==> src/pstc_pkg.sv <==
// shared types and codes for the prescaled step timer
package pstc_pkg;

   // width of the timer count and compare registers
   localparam int TIME_W = 64;
   // width of one bus word
   localparam int WORD_W = 32;

   // item kinds
   typedef enum logic [1:0] {
      KIND_TICK  = 2'd0,
      KIND_WRITE = 2'd1,
      KIND_READ  = 2'd2
   } kind_type;

   // bus register selectors
   typedef enum logic [2:0] {
      SEL_COUNT_LO   = 3'd0,
      SEL_COUNT_HI   = 3'd1,
      SEL_COMPARE_LO = 3'd2,
      SEL_COMPARE_HI = 3'd3,
      SEL_IRQ_STATE  = 3'd4
   } sel_type;

   // configuration register indexes
   typedef enum logic [1:0] {
      CSR_PRESCALE   = 2'd0,
      CSR_STEP       = 2'd1,
      CSR_TIMER_EN   = 2'd2,
      CSR_IRQ_EN     = 2'd3
   } csr_index_type;

endpackage

==> src/prescaled_step_timer_with_compare.sv <==
// machine timer with prescaler, step increment and 64-bit compare
//
// Input channel (req_*): one item per transfer. kind selects a clock tick, a
// bus register write or a bus register read; reg_select picks count low/high,
// compare low/high or the interrupt state; write_data carries write values.
// Result channel (rsp_*): exactly one result per item, in order. read_data
// holds the selected register on reads and zero otherwise; irq is the pending
// bit AND the interrupt enable after the item took effect.
// Configuration port (csr_*): prescale, step, timer enable and interrupt
// enable, written while the block is idle.
// An item is held in the item register and processed from there; its result
// is registered in the result register before it can transfer. Throughput:
// one item per cycle while rsp_stall is low, set by the combinational 64-bit
// count add and count/compare magnitude check between the two registers.
// Reset clears count, divider and pending bit, sets compare to all ones,
// prescale to zero, step to one and both enables to zero.
// While rsp_stall holds, the waiting result stays put; one more item may be
// taken into the item register, after which req_stall rises.
module prescaled_step_timer_with_compare #(
   parameter int PRESCALE_BITS = 12,
   parameter int STEP_BITS     = 8
) (
   input  logic                                   clock,
   input  logic                                   reset,
   // item channel
   input  logic                                   req_valid,
   output logic                                   req_stall,
   input  logic [1:0]                             req_kind,
   input  logic [2:0]                             req_reg_select,
   input  logic [pstc_pkg::WORD_W-1:0]            req_write_data,
   // result channel
   output logic                                   rsp_valid,
   input  logic                                   rsp_stall,
   output logic [pstc_pkg::WORD_W-1:0]            rsp_read_data,
   output logic                                   rsp_irq,
   // configuration port
   input  logic                                   csr_write_enable,
   input  logic [1:0]                             csr_index,
   input  logic [((PRESCALE_BITS > STEP_BITS) ? PRESCALE_BITS : STEP_BITS)-1:0]
                                                  csr_write_data
);
   import pstc_pkg::*;

   // configuration registers
   logic [PRESCALE_BITS-1:0] prescale_ff;
   logic [STEP_BITS-1:0]     step_ff;
   logic                     timer_en_ff;
   logic                     irq_en_ff;

   // timer state
   logic [PRESCALE_BITS-1:0] divider_ff, divider_in;
   logic [TIME_W-1:0]        count_ff, count_in;
   logic [TIME_W-1:0]        compare_ff, compare_in;
   logic                     pending_ff, pending_in;
   logic                     pending_kept;

   // item register
   logic                     stage_valid_ff, stage_valid_in;
   logic [1:0]               kind_ff;
   logic [2:0]               sel_ff;
   logic [WORD_W-1:0]        wdata_ff;

   // result register
   logic                     rsp_valid_ff, rsp_valid_in;
   logic [WORD_W-1:0]        rdata_ff, rdata_in;
   logic                     irq_ff, irq_in;

   logic                     stage_adv;
   logic                     req_accept;

   // handshake control
   assign stage_adv  = stage_valid_ff && (!rsp_valid_ff || !rsp_stall);
   assign req_stall  = stage_valid_ff && !stage_adv;
   assign req_accept = req_valid && !req_stall;

   assign stage_valid_in = req_accept ? 1'b1 : (stage_adv ? 1'b0 : stage_valid_ff);
   assign rsp_valid_in   = stage_adv ? 1'b1 : (rsp_valid_ff && rsp_stall);

   // configuration writes
   always_ff @(posedge clock) begin
      if (reset) begin
         prescale_ff <= '0;
         step_ff     <= STEP_BITS'(1);
         timer_en_ff <= 1'b0;
         irq_en_ff   <= 1'b0;
      end else if (csr_write_enable) begin
         unique case (csr_index_type'(csr_index))
            CSR_PRESCALE: prescale_ff <= csr_write_data[PRESCALE_BITS-1:0];
            CSR_STEP:     step_ff     <= csr_write_data[STEP_BITS-1:0];
            CSR_TIMER_EN: timer_en_ff <= csr_write_data[0];
            CSR_IRQ_EN:   irq_en_ff   <= csr_write_data[0];
            default: ;
         endcase
      end
   end

   // item processing: state update and result
   always_comb begin
      divider_in   = divider_ff;
      count_in     = count_ff;
      compare_in   = compare_ff;
      pending_kept = pending_ff;
      rdata_in     = '0;
      case (kind_type'(kind_ff))
         KIND_TICK: begin
            if (timer_en_ff) begin
               if (divider_ff >= prescale_ff) begin
                  divider_in = '0;
                  count_in   = count_ff + {{(TIME_W-STEP_BITS){1'b0}}, step_ff};
               end else begin
                  divider_in = divider_ff + PRESCALE_BITS'(1);
               end
            end
         end
         KIND_WRITE: begin
            unique case (sel_type'(sel_ff))
               SEL_COUNT_LO:   count_in   = {count_ff[TIME_W-1:WORD_W], wdata_ff};
               SEL_COUNT_HI:   count_in   = {wdata_ff, count_ff[WORD_W-1:0]};
               SEL_COMPARE_LO: compare_in = {compare_ff[TIME_W-1:WORD_W], wdata_ff};
               SEL_COMPARE_HI: compare_in = {wdata_ff, compare_ff[WORD_W-1:0]};
               SEL_IRQ_STATE:  if (wdata_ff[0]) pending_kept = 1'b0;
               default: ;
            endcase
         end
         KIND_READ: begin
            unique case (sel_type'(sel_ff))
               SEL_COUNT_LO:   rdata_in = count_ff[WORD_W-1:0];
               SEL_COUNT_HI:   rdata_in = count_ff[TIME_W-1:WORD_W];
               SEL_COMPARE_LO: rdata_in = compare_ff[WORD_W-1:0];
               SEL_COMPARE_HI: rdata_in = compare_ff[TIME_W-1:WORD_W];
               SEL_IRQ_STATE:  rdata_in = {{(WORD_W-1){1'b0}}, pending_ff};
               default: ;
            endcase
         end
         default: ;
      endcase
      // pending is raised again while count has reached compare
      pending_in = pending_kept || (count_in >= compare_in);
      irq_in     = pending_in && irq_en_ff;
   end

   // control registers
   always_ff @(posedge clock) begin
      if (reset) begin
         stage_valid_ff <= 1'b0;
         rsp_valid_ff   <= 1'b0;
         divider_ff     <= '0;
         count_ff       <= '0;
         compare_ff     <= '1;
         pending_ff     <= 1'b0;
      end else begin
         stage_valid_ff <= stage_valid_in;
         rsp_valid_ff   <= rsp_valid_in;
         if (stage_adv) begin
            divider_ff <= divider_in;
            count_ff   <= count_in;
            compare_ff <= compare_in;
            pending_ff <= pending_in;
         end
      end
   end

   // item and result payload registers
   always_ff @(posedge clock) begin
      if (req_accept) begin
         kind_ff  <= req_kind;
         sel_ff   <= req_reg_select;
         wdata_ff <= req_write_data;
      end
      if (stage_adv) begin
         rdata_ff <= rdata_in;
         irq_ff   <= irq_in;
      end
   end

   assign rsp_valid     = rsp_valid_ff;
   assign rsp_read_data = rdata_ff;
   assign rsp_irq       = irq_ff;

`ifndef SYNTHESIS
   // pending always covers a count that has reached compare
   assert property (@(posedge clock) disable iff (reset)
      (count_ff >= compare_ff) |-> pending_ff)
      else $error("count reached compare without pending interrupt");

   // timer state only moves when an item is processed
   assert property (@(posedge clock) disable iff (reset)
      !stage_adv |=> ($stable(count_ff) && $stable(compare_ff) && $stable(divider_ff)))
      else $error("timer state changed without an item");

   // input stalls only with both item and result registers occupied
   assert property (@(posedge clock) disable iff (reset)
      req_stall |-> (stage_valid_ff && rsp_valid_ff && rsp_stall))
      else $error("input stalled with room available");

   // state after reset
   assert property (@(posedge clock) disable iff (reset)
      $past(reset) |-> (count_ff == '0 && compare_ff == '1 && !pending_ff))
      else $error("timer state wrong after reset");
`endif

endmodule
==> config.mk <==
export PLATFORM = sky130hd
export DESIGN_NAME = prescaled_step_timer_with_compare
export DESIGN_NICKNAME = d
export VERILOG_FILES = /design/src/pstc_pkg.sv /design/src/prescaled_step_timer_with_compare.sv
export SDC_FILE = /design/constraint.sdc
export NUM_CORES = 1
export LEC_CHECK = 0
export ABC_AREA = 1
export BUFFER_PORTS_ARGS = -buffer_cell sky130_fd_sc_hd__buf_4
export CAP_MARGIN = 20
export CORE_MARGIN = 2
export CORE_UTILIZATION = 45
export CTS_BUF_LIST = sky130_fd_sc_hd__clkbuf_16
export DETAILED_ROUTE_END_ITERATION = 8
export HOLD_SLACK_MARGIN = 0.12
export PLACE_DENSITY = 0.62
export SYNTH_ARGS = -nofsm -noshare
export SYNTH_HDL_FRONTEND = slang
export SYNTH_SLANG_ARGS = --single-unit
==> constraint.sdc <==
create_clock -name clock -period 6.1 [get_ports clock]
set_clock_uncertainty 0.15 [all_clocks]
set_input_delay 0.915 -clock clock [delete_from_list [all_inputs] [get_ports clock]]
set_output_delay 0.915 -clock clock [all_outputs]
set_load 0.1 [all_outputs]
==> After elaboration in Yosys (flattened, before gate mapping) <==
Index checks and enable logic that the tools add are counted.
{ "op_classes": {"div": 0, "bitwise_logic": 0, "muxes": 14, "n_mul": 0, "magnitude_cmp": 2, "n_reduce_logical": 20, "add_sub_neg": 2, "eq_ne": 9, "shift": 0} }
{ "op_table": {"columns": ["operator", "count"], "rows": [
  ["case mux 64 bit (2 select lines)", 3],
  ["2-to-1 mux 64 bit", 3],
  ["case mux 32 bit (5 select lines)", 1],
  ["adder 64 x 8 -> 64 bit", 1],
  ["greater-or-equal comparator 64 bit", 1],
  ["adder 12 x 1 -> 12 bit, second input constant", 1],
  ["greater-or-equal comparator 12 bit", 1],
  ["2-to-1 mux 12 bit", 1],
  ["AND reduction 2 bit", 4],
  ["equality test 2 bit, second input constant", 3],
  ["equality test 3 x 2 -> 1 bit, second input constant", 2],
  ["2-to-1 mux 1 bit", 6],
  ["logical AND 1 bit", 5],
  ["equality test 2 x 1 -> 1 bit, second input constant", 2],
  ["zero test 1 bit", 4],
  ["zero test 2 bit", 2],
  ["equality test 3 x 1 -> 1 bit, second input constant", 1],
  ["equality test 3 bit, second input constant", 1],
  ["zero test 3 bit", 1],
  ["AND reduction 3 bit", 1],
  ["logical OR 1 bit", 2],
  ["nonzero test 2 bit", 1]
]} }
{ "word_totals": {"ff_bits": 235, "wordCells": 62, "ram_bits": 0, "n_memories": 0, "mem_bits_ro": 0, "latch_bits": 0, "output_inout_bits": 35, "inputBits": 56} }

==> Longest topological paths before layout <==
{ "logic_depth": {"word_depth": 8, "depth_mapped": 30, "ltp_nobuf": 29} }

==> Worst setup path after synthesis <==
OpenSTA, ideal clock, no wires.
{ "synth_timing": {"path_kind": "register to register", "startpoint": "register rsp_valid_ff (netlist: rsp_valid)", "endpoint": "register kind_ff[0] (enable)", "slack_ns": 2.377, "required_ns": 5.525, "path_stages_with_launch": 6, "setup_ns": 0.425, "arrival_time_ns": 3.148, "n_path_buf": 0, "period_less_slack_ns": 3.723, "cell_sequence": "dfxtp_1 nand2_1 nor2_1 inv_1 nand2_1 inv_1"} }
{ "synth_via": {"elab_chain_cells": 7} }
{ "synth_rtl": {"columns": ["element", "line_no", "text"], "rows": [
  ["start, declared", "prescaled_step_timer_with_compare.sv:64", "logic rsp_valid_ff, rsp_valid_in;"],
  ["start signal, assigned", "prescaled_step_timer_with_compare.sv:153", "rsp_valid_ff <= rsp_valid_in;"],
  ["zero test 1 bit", "prescaled_step_timer_with_compare.sv:72", "assign stage_adv = stage_valid_ff && (!rsp_valid_ff || !rsp_stall);"],
  ["logical OR 1 bit", "prescaled_step_timer_with_compare.sv:72", null],
  ["logical AND 1 bit", "prescaled_step_timer_with_compare.sv:72", null],
  ["zero test 1 bit", "prescaled_step_timer_with_compare.sv:73", "assign req_stall = stage_valid_ff && !stage_adv;"],
  ["logical AND 1 bit", "prescaled_step_timer_with_compare.sv:73", null],
  ["net req_stall", "prescaled_step_timer_with_compare.sv:27", "output logic req_stall,"],
  ["zero test 1 bit", "prescaled_step_timer_with_compare.sv:74", "assign req_accept = req_valid && !req_stall;"],
  ["logical AND 1 bit", "prescaled_step_timer_with_compare.sv:74", null],
  ["net req_accept", "prescaled_step_timer_with_compare.sv:69", "logic req_accept;"],
  ["end signal, assigned", "prescaled_step_timer_with_compare.sv:166", "kind_ff <= req_kind;"],
  ["end, declared", "prescaled_step_timer_with_compare.sv:59", "logic [1:0] kind_ff;"]
]} }
The timed path passes the listed nets, and every way through them passes these cells.
A chain may end at the register's enable or synchronous reset.

==> Worst setup path in the final report <==
{ "layout_timing": {"startpoint": "register count_ff[0]", "endpoint": "register irq_ff (netlist: rsp_irq) (data pin)"} }
{ "layout_via": {"elab_chain_cells": 7, "word_cells_on_any_way": 8, "cone_classes": "add/sub: 1; order compare: 1; mux: 4; reduce/logical: 2"} }
{ "layout_rtl": {"columns": ["element", "line_no", "text"], "rows": [
  ["start, declared", "prescaled_step_timer_with_compare.sv:52", "logic [TIME_W-1:0] count_ff, count_in;"],
  ["start signal, assigned", "prescaled_step_timer_with_compare.sv:156", "count_ff <= count_in;"],
  ["adder 64 x 8 -> 64 bit", "prescaled_step_timer_with_compare.sv:109", "count_in = count_ff + {{(TIME_W-STEP_BITS){1'b0}}, step_ff};"],
  ["2-to-1 mux 64 bit", "prescaled_step_timer_with_compare.sv:107", "if (divider_ff >= prescale_ff) begin"],
  ["2-to-1 mux 64 bit", "prescaled_step_timer_with_compare.sv:106", "if (timer_en_ff) begin"],
  ["case mux 64 bit (2 select lines)", "prescaled_step_timer_with_compare.sv:104", "case (kind_type'(kind_ff))"],
  ["net count_in[60]", "prescaled_step_timer_with_compare.sv:52", null],
  ["greater-or-equal comparator 64 bit", "prescaled_step_timer_with_compare.sv:138", "pending_in = pending_kept || (count_in >= compare_in);"],
  ["logical OR 1 bit", "prescaled_step_timer_with_compare.sv:138", null],
  ["logical AND 1 bit", "prescaled_step_timer_with_compare.sv:139", "irq_in = pending_in && irq_en_ff;"],
  ["net irq_in", "prescaled_step_timer_with_compare.sv:66", "logic irq_ff, irq_in;"],
  ["end signal, assigned", "prescaled_step_timer_with_compare.sv:172", "irq_ff <= irq_in;"],
  ["end, declared", "prescaled_step_timer_with_compare.sv:66", null]
]} }
The timed path passes the listed nets, and every way through them passes these cells.

==> out/metrics.csv <==
stage;metric;value;unit
worst_setup_path;cp.required;6.39;ns
route;drtAntennaViolNets;0;
worst_setup_path;slowest_delay;0.60;ns
clock_network;htreeDepth;1;
pwr;power_density;246;nW/um^2
placement;port_buffers;90;
synthesis;ys_types;53;
clock_network;cts-resized-gates;0;
finish;multiInputGateArea;7980;um^2
synthesis;ys.flop_type;dfxtp_1;
die;row_count;67;
clock_network;post-cts-setup-buffers;0;
clock_network;clockBufferDepth;3;
worst_setup_path;crit_type;flip-flop to flip-flop;
worst_setup_path;crit_chain;ha_1 -> inv_1 -> fa_1 -> inv_1 -> nand3_1 -> nand3_1 -> nand2_1 -> nand2_1 -> nand4_1 -> nor2_1 -> nand2_1 -> nand2_1 -> nand3_1 -> nand2_1 -> inv_1 -> ha_1 -> nand3_1 -> nor4_1 -> inv_1 -> nor3_1 -> nand2_1 -> nand4_1 -> nand2_1 -> inv_1;
sta;grt_setup_unrepaired;no;
die;die_height;187;um
synthesis;yosysWarnings;0;
die;dieArea;35200;um^2
placement;gp_congestion;1.02;
route;wl_per_cell;21.8;um
finish;final_nets;2321;
synthesis;synth_cells;2146;
pwr;leakage;8.09;nW
worst_setup_path;r2r_end;rsp_irq;
worst_hold_path;holdPathStages;2;
run_status;status;finished, final reports clean;
synthesis;synth-seq-cells;235;
pwr;peakVddDrop;0.226;mV
global_route;antenna_found_initial;1;
sta;slew_headroom;0.248;
global_route;grt_max_degree;106;
global_route;grt_pass1_wl;86700;um
worst_setup_path;cp_slowest_cell;nor4_1;
finish;n_fill_cell;3446;
placement;hpwl;42200;um
sta;period_needed;4.95;ns
clock_network;clock_sinks;235;
die;initial_core_util;0.454;
worst_setup_path;cp_common_cell;nand2_1;
route;via_count;15500;
worst_setup_path;critPathMaxFanout;6;
route;routed_wl;57700;um
clock_network;clk_pin_slew;0.07;ns
sta;worst_pin_slew;1.13;ns
clock_network;clkLatencyLatePin;0.57;ns
finish;syn_to_final_growth;12.3;%
global_route;grt_pass1_vias;14100;
clock_network;clockRootBuffer;clkbuf_16;
sta;setup_violations;0;
synthesis;synthArstFlopShare;0;
worst_setup_path;reg2regPathDepth;24;
worst_setup_path;cp-start-kind;flip-flop;
clock_network;postCtsHoldBufs;0;
die;die_w;187;um
synthesis;synth_nets;2288;
die;ios;91;
die;core-area;33400;um^2
sta;fin_crit_sh;0.812;
worst_hold_path;holdCritStartpoint;prescale_ff[7];
synthesis;synth_area_per_cell;7.06;um^2
finish;register_area;5410;um^2
worst_hold_path;min_path_type;flip-flop to flip-flop;
worst_setup_path;reg2reg_from;count_ff[0];
worst_setup_path;regToRegSetupSlack;1.15;ns
synthesis;yosysSeqAreaShare;0.357;
worst_setup_path;end_kind;flip-flop;
worst_hold_path;whs_endpoint;prescale_ff[7];
finish;layout-drive-gt1-share;0.0945;
route;drt_first_pass_iters;6;
sta;fmax;202;MHz
finish;finalInstanceArea;17000;um^2
route;drt_iter0_drc;1739;
placement;placed_area;16100;um^2
route;drc;0;
worst_setup_path;worstPathArrival;5.25;ns
clock_network;cts_tree;built;
sta;slew_violations;0;
synthesis;netlist_area;15200;um^2
sta;setup_tns;0;ns
synthesis;synth_edf_count;70;
clock_network;cts_buffers;28;
route;viasPerCell;5.86;
job;maxCapViolations;0;
global_route;overflow;0;
sta;final-hold-violation-count;0;
global_route;grt_use_total;0.322;
[kinds of logic (layout without fill, tap and decap cells)]
| family | count (synthesis) | after routing | synth area share |
|---|---|---|---|
| AND/OR/NAND/NOR | 780 | 780 | 0.229 |
| AO/OA/AOI/OAI | 563 | 563 | 0.214 |
| buffers and inverters | 464 | 519 | 0.118 |
| flip-flops | 235 | 235 | 0.357 |
| adder cells (fa/ha/maj) | 86 | 86 | 0.0715 |
| XOR/XNOR | 18 | 18 | 0.0104 |
| other | 0 | 1 | 0 |
[power by group]
group | leakage (nW) | internal [mW] | total [mW] | switching, mW
combinational | 5.60 | 0.234 | 0.764 | 0.530
sequential | 2.05 | 1.71 | 1.81 | 0.100
clock | 0.433 | 0.901 | 1.61 | 0.714
[critical path: cells and delay by family (launching register included)]
kind / cells / cell delay (ns)
adders and majority gates: 3 / 0.90
buffers and inverters: 5 / 0.48
DFF: 1 / 0.40
and+or+nand+nor: 16 / 2.90
[through the flow]
step | total power, mW | utilization | hold slack, ns | setup slack [ns] | instances
after detailed placement | 2.57 | 0.483 | 0.303 | 1.33 | 2596
after CTS | 4.18 | 0.509 | 0.315 | 1.30 | 2648
final | 4.19 | 0.510 | 0.313 | 1.15 | 2650
after global routing | 4.35 | 0.510 | 0.337 | 0.928 | 2649
after global placement | 2.57 | 0.483 | 0.300 | 1.38 | 2596
after floorplan | 2.32 | - | 0.274 | 2.38 | 2146
[synthesized netlist by cell type, types with 23 or more instances]
| cell type | instances | area (um^2) |
|---|---|---|
| a21oi_1 | 189 | 946 |
| o21ai_0 | 170 | 851 |
| nand2_1 | 369 | 1390 |
| nand4_1 | 42 | 263 |
| o21ai_1 | 23 | 115 |
| clkbuf_1 | 79 | 297 |
| nand3_1 | 133 | 666 |
| inv_1 | 348 | 1310 |
| o22ai_1 | 68 | 425 |
| dfxtp_1 | 165 | 3300 |
| a22oi_1 | 60 | 450 |
| ha_1 | 85 | 1060 |
| a221oi_1 | 32 | 280 |
| nor2_1 | 159 | 597 |
| edfxtp_1 | 70 | 2100 |
| nor3_1 | 25 | 125 |
[per-layer routing]
layer  wire length (um)  track usage
met5                  0            0
met4               1610       0.0906
met3               6750       0.0767
met2              23900        0.470
met1              25400        0.473
[placed cells by master (no fill, tap or decap), types with 2 or more instances in the layout]
cell          n
a221oi_1     32
clkbuf_16    29
inv_2         9
nor2_4        5
or2_2         4
o21ai_1      22
nor2_2       14
xnor2_1       5
o221ai_1      2
a21oi_1     189
nor4_1        5
a31o_2        4
nor3_2        5
dfxtp_1     165
nand3_2       3
nor3b_1       3
clkinv_2      4
a22oi_1      60
inv_1       350
nand2_1     369
edfxtp_1     70
o22ai_1      68
nand3_1     133
clkinv_1      9
nor2_1      159
clkinvlp_4    4
xor2_1       13
nand2_2       2
nor2_8        2
ha_1         85
nor3_1       25
buf_4       109
nand4_1      42
nand2_4       2
o21bai_1      7
a211oi_1      2
o21ai_0     170
[how the worst max path moves through the flow]
| stage | cells past startpoint | start | slack (ns) | endpoint |
|---|---|---|---|---|
| final | 24 | count_ff[0] | 1.15 | rsp_irq |
| after global routing | 24 | count_ff[0] | 0.93 | rsp_irq |
| after CTS | 24 | count_ff[0] | 1.30 | rsp_irq |
| after detailed placement | 24 | count_ff[0] | 1.33 | rsp_irq |
| after global placement | 24 | count_ff[0] | 1.38 | rsp_irq |
| after floorplan | 5 | rsp_valid | 2.38 | kind_ff[0] |
[layout make-up]
class | count | area share
multi-input combinational | 1447 | 0.469
clock buffer | 29 | 0.0427
clock inverter | 23 | 0.00883
tap | 448 | 0.0330
inverter | 357 | 0.0789
sequential | 235 | 0.318
antenna | 1 | 0.000147
timing repair buffer | 110 | 0.0497
[state kept, by name (all words and copies together) (netlist names)]
name,flops
compare_ff,64
count_ff,64
rsp_read_data,32
wdata_ff,32
divider_ff,12
prescale_ff,12
step_ff,8
sel_ff,3
kind_ff,2
irq_en_ff,1
pending_ff,1
rsp_irq,1
rsp_valid,1
stage_valid_ff,1
timer_en_ff,1
Power figures use the tool's default switching activity.
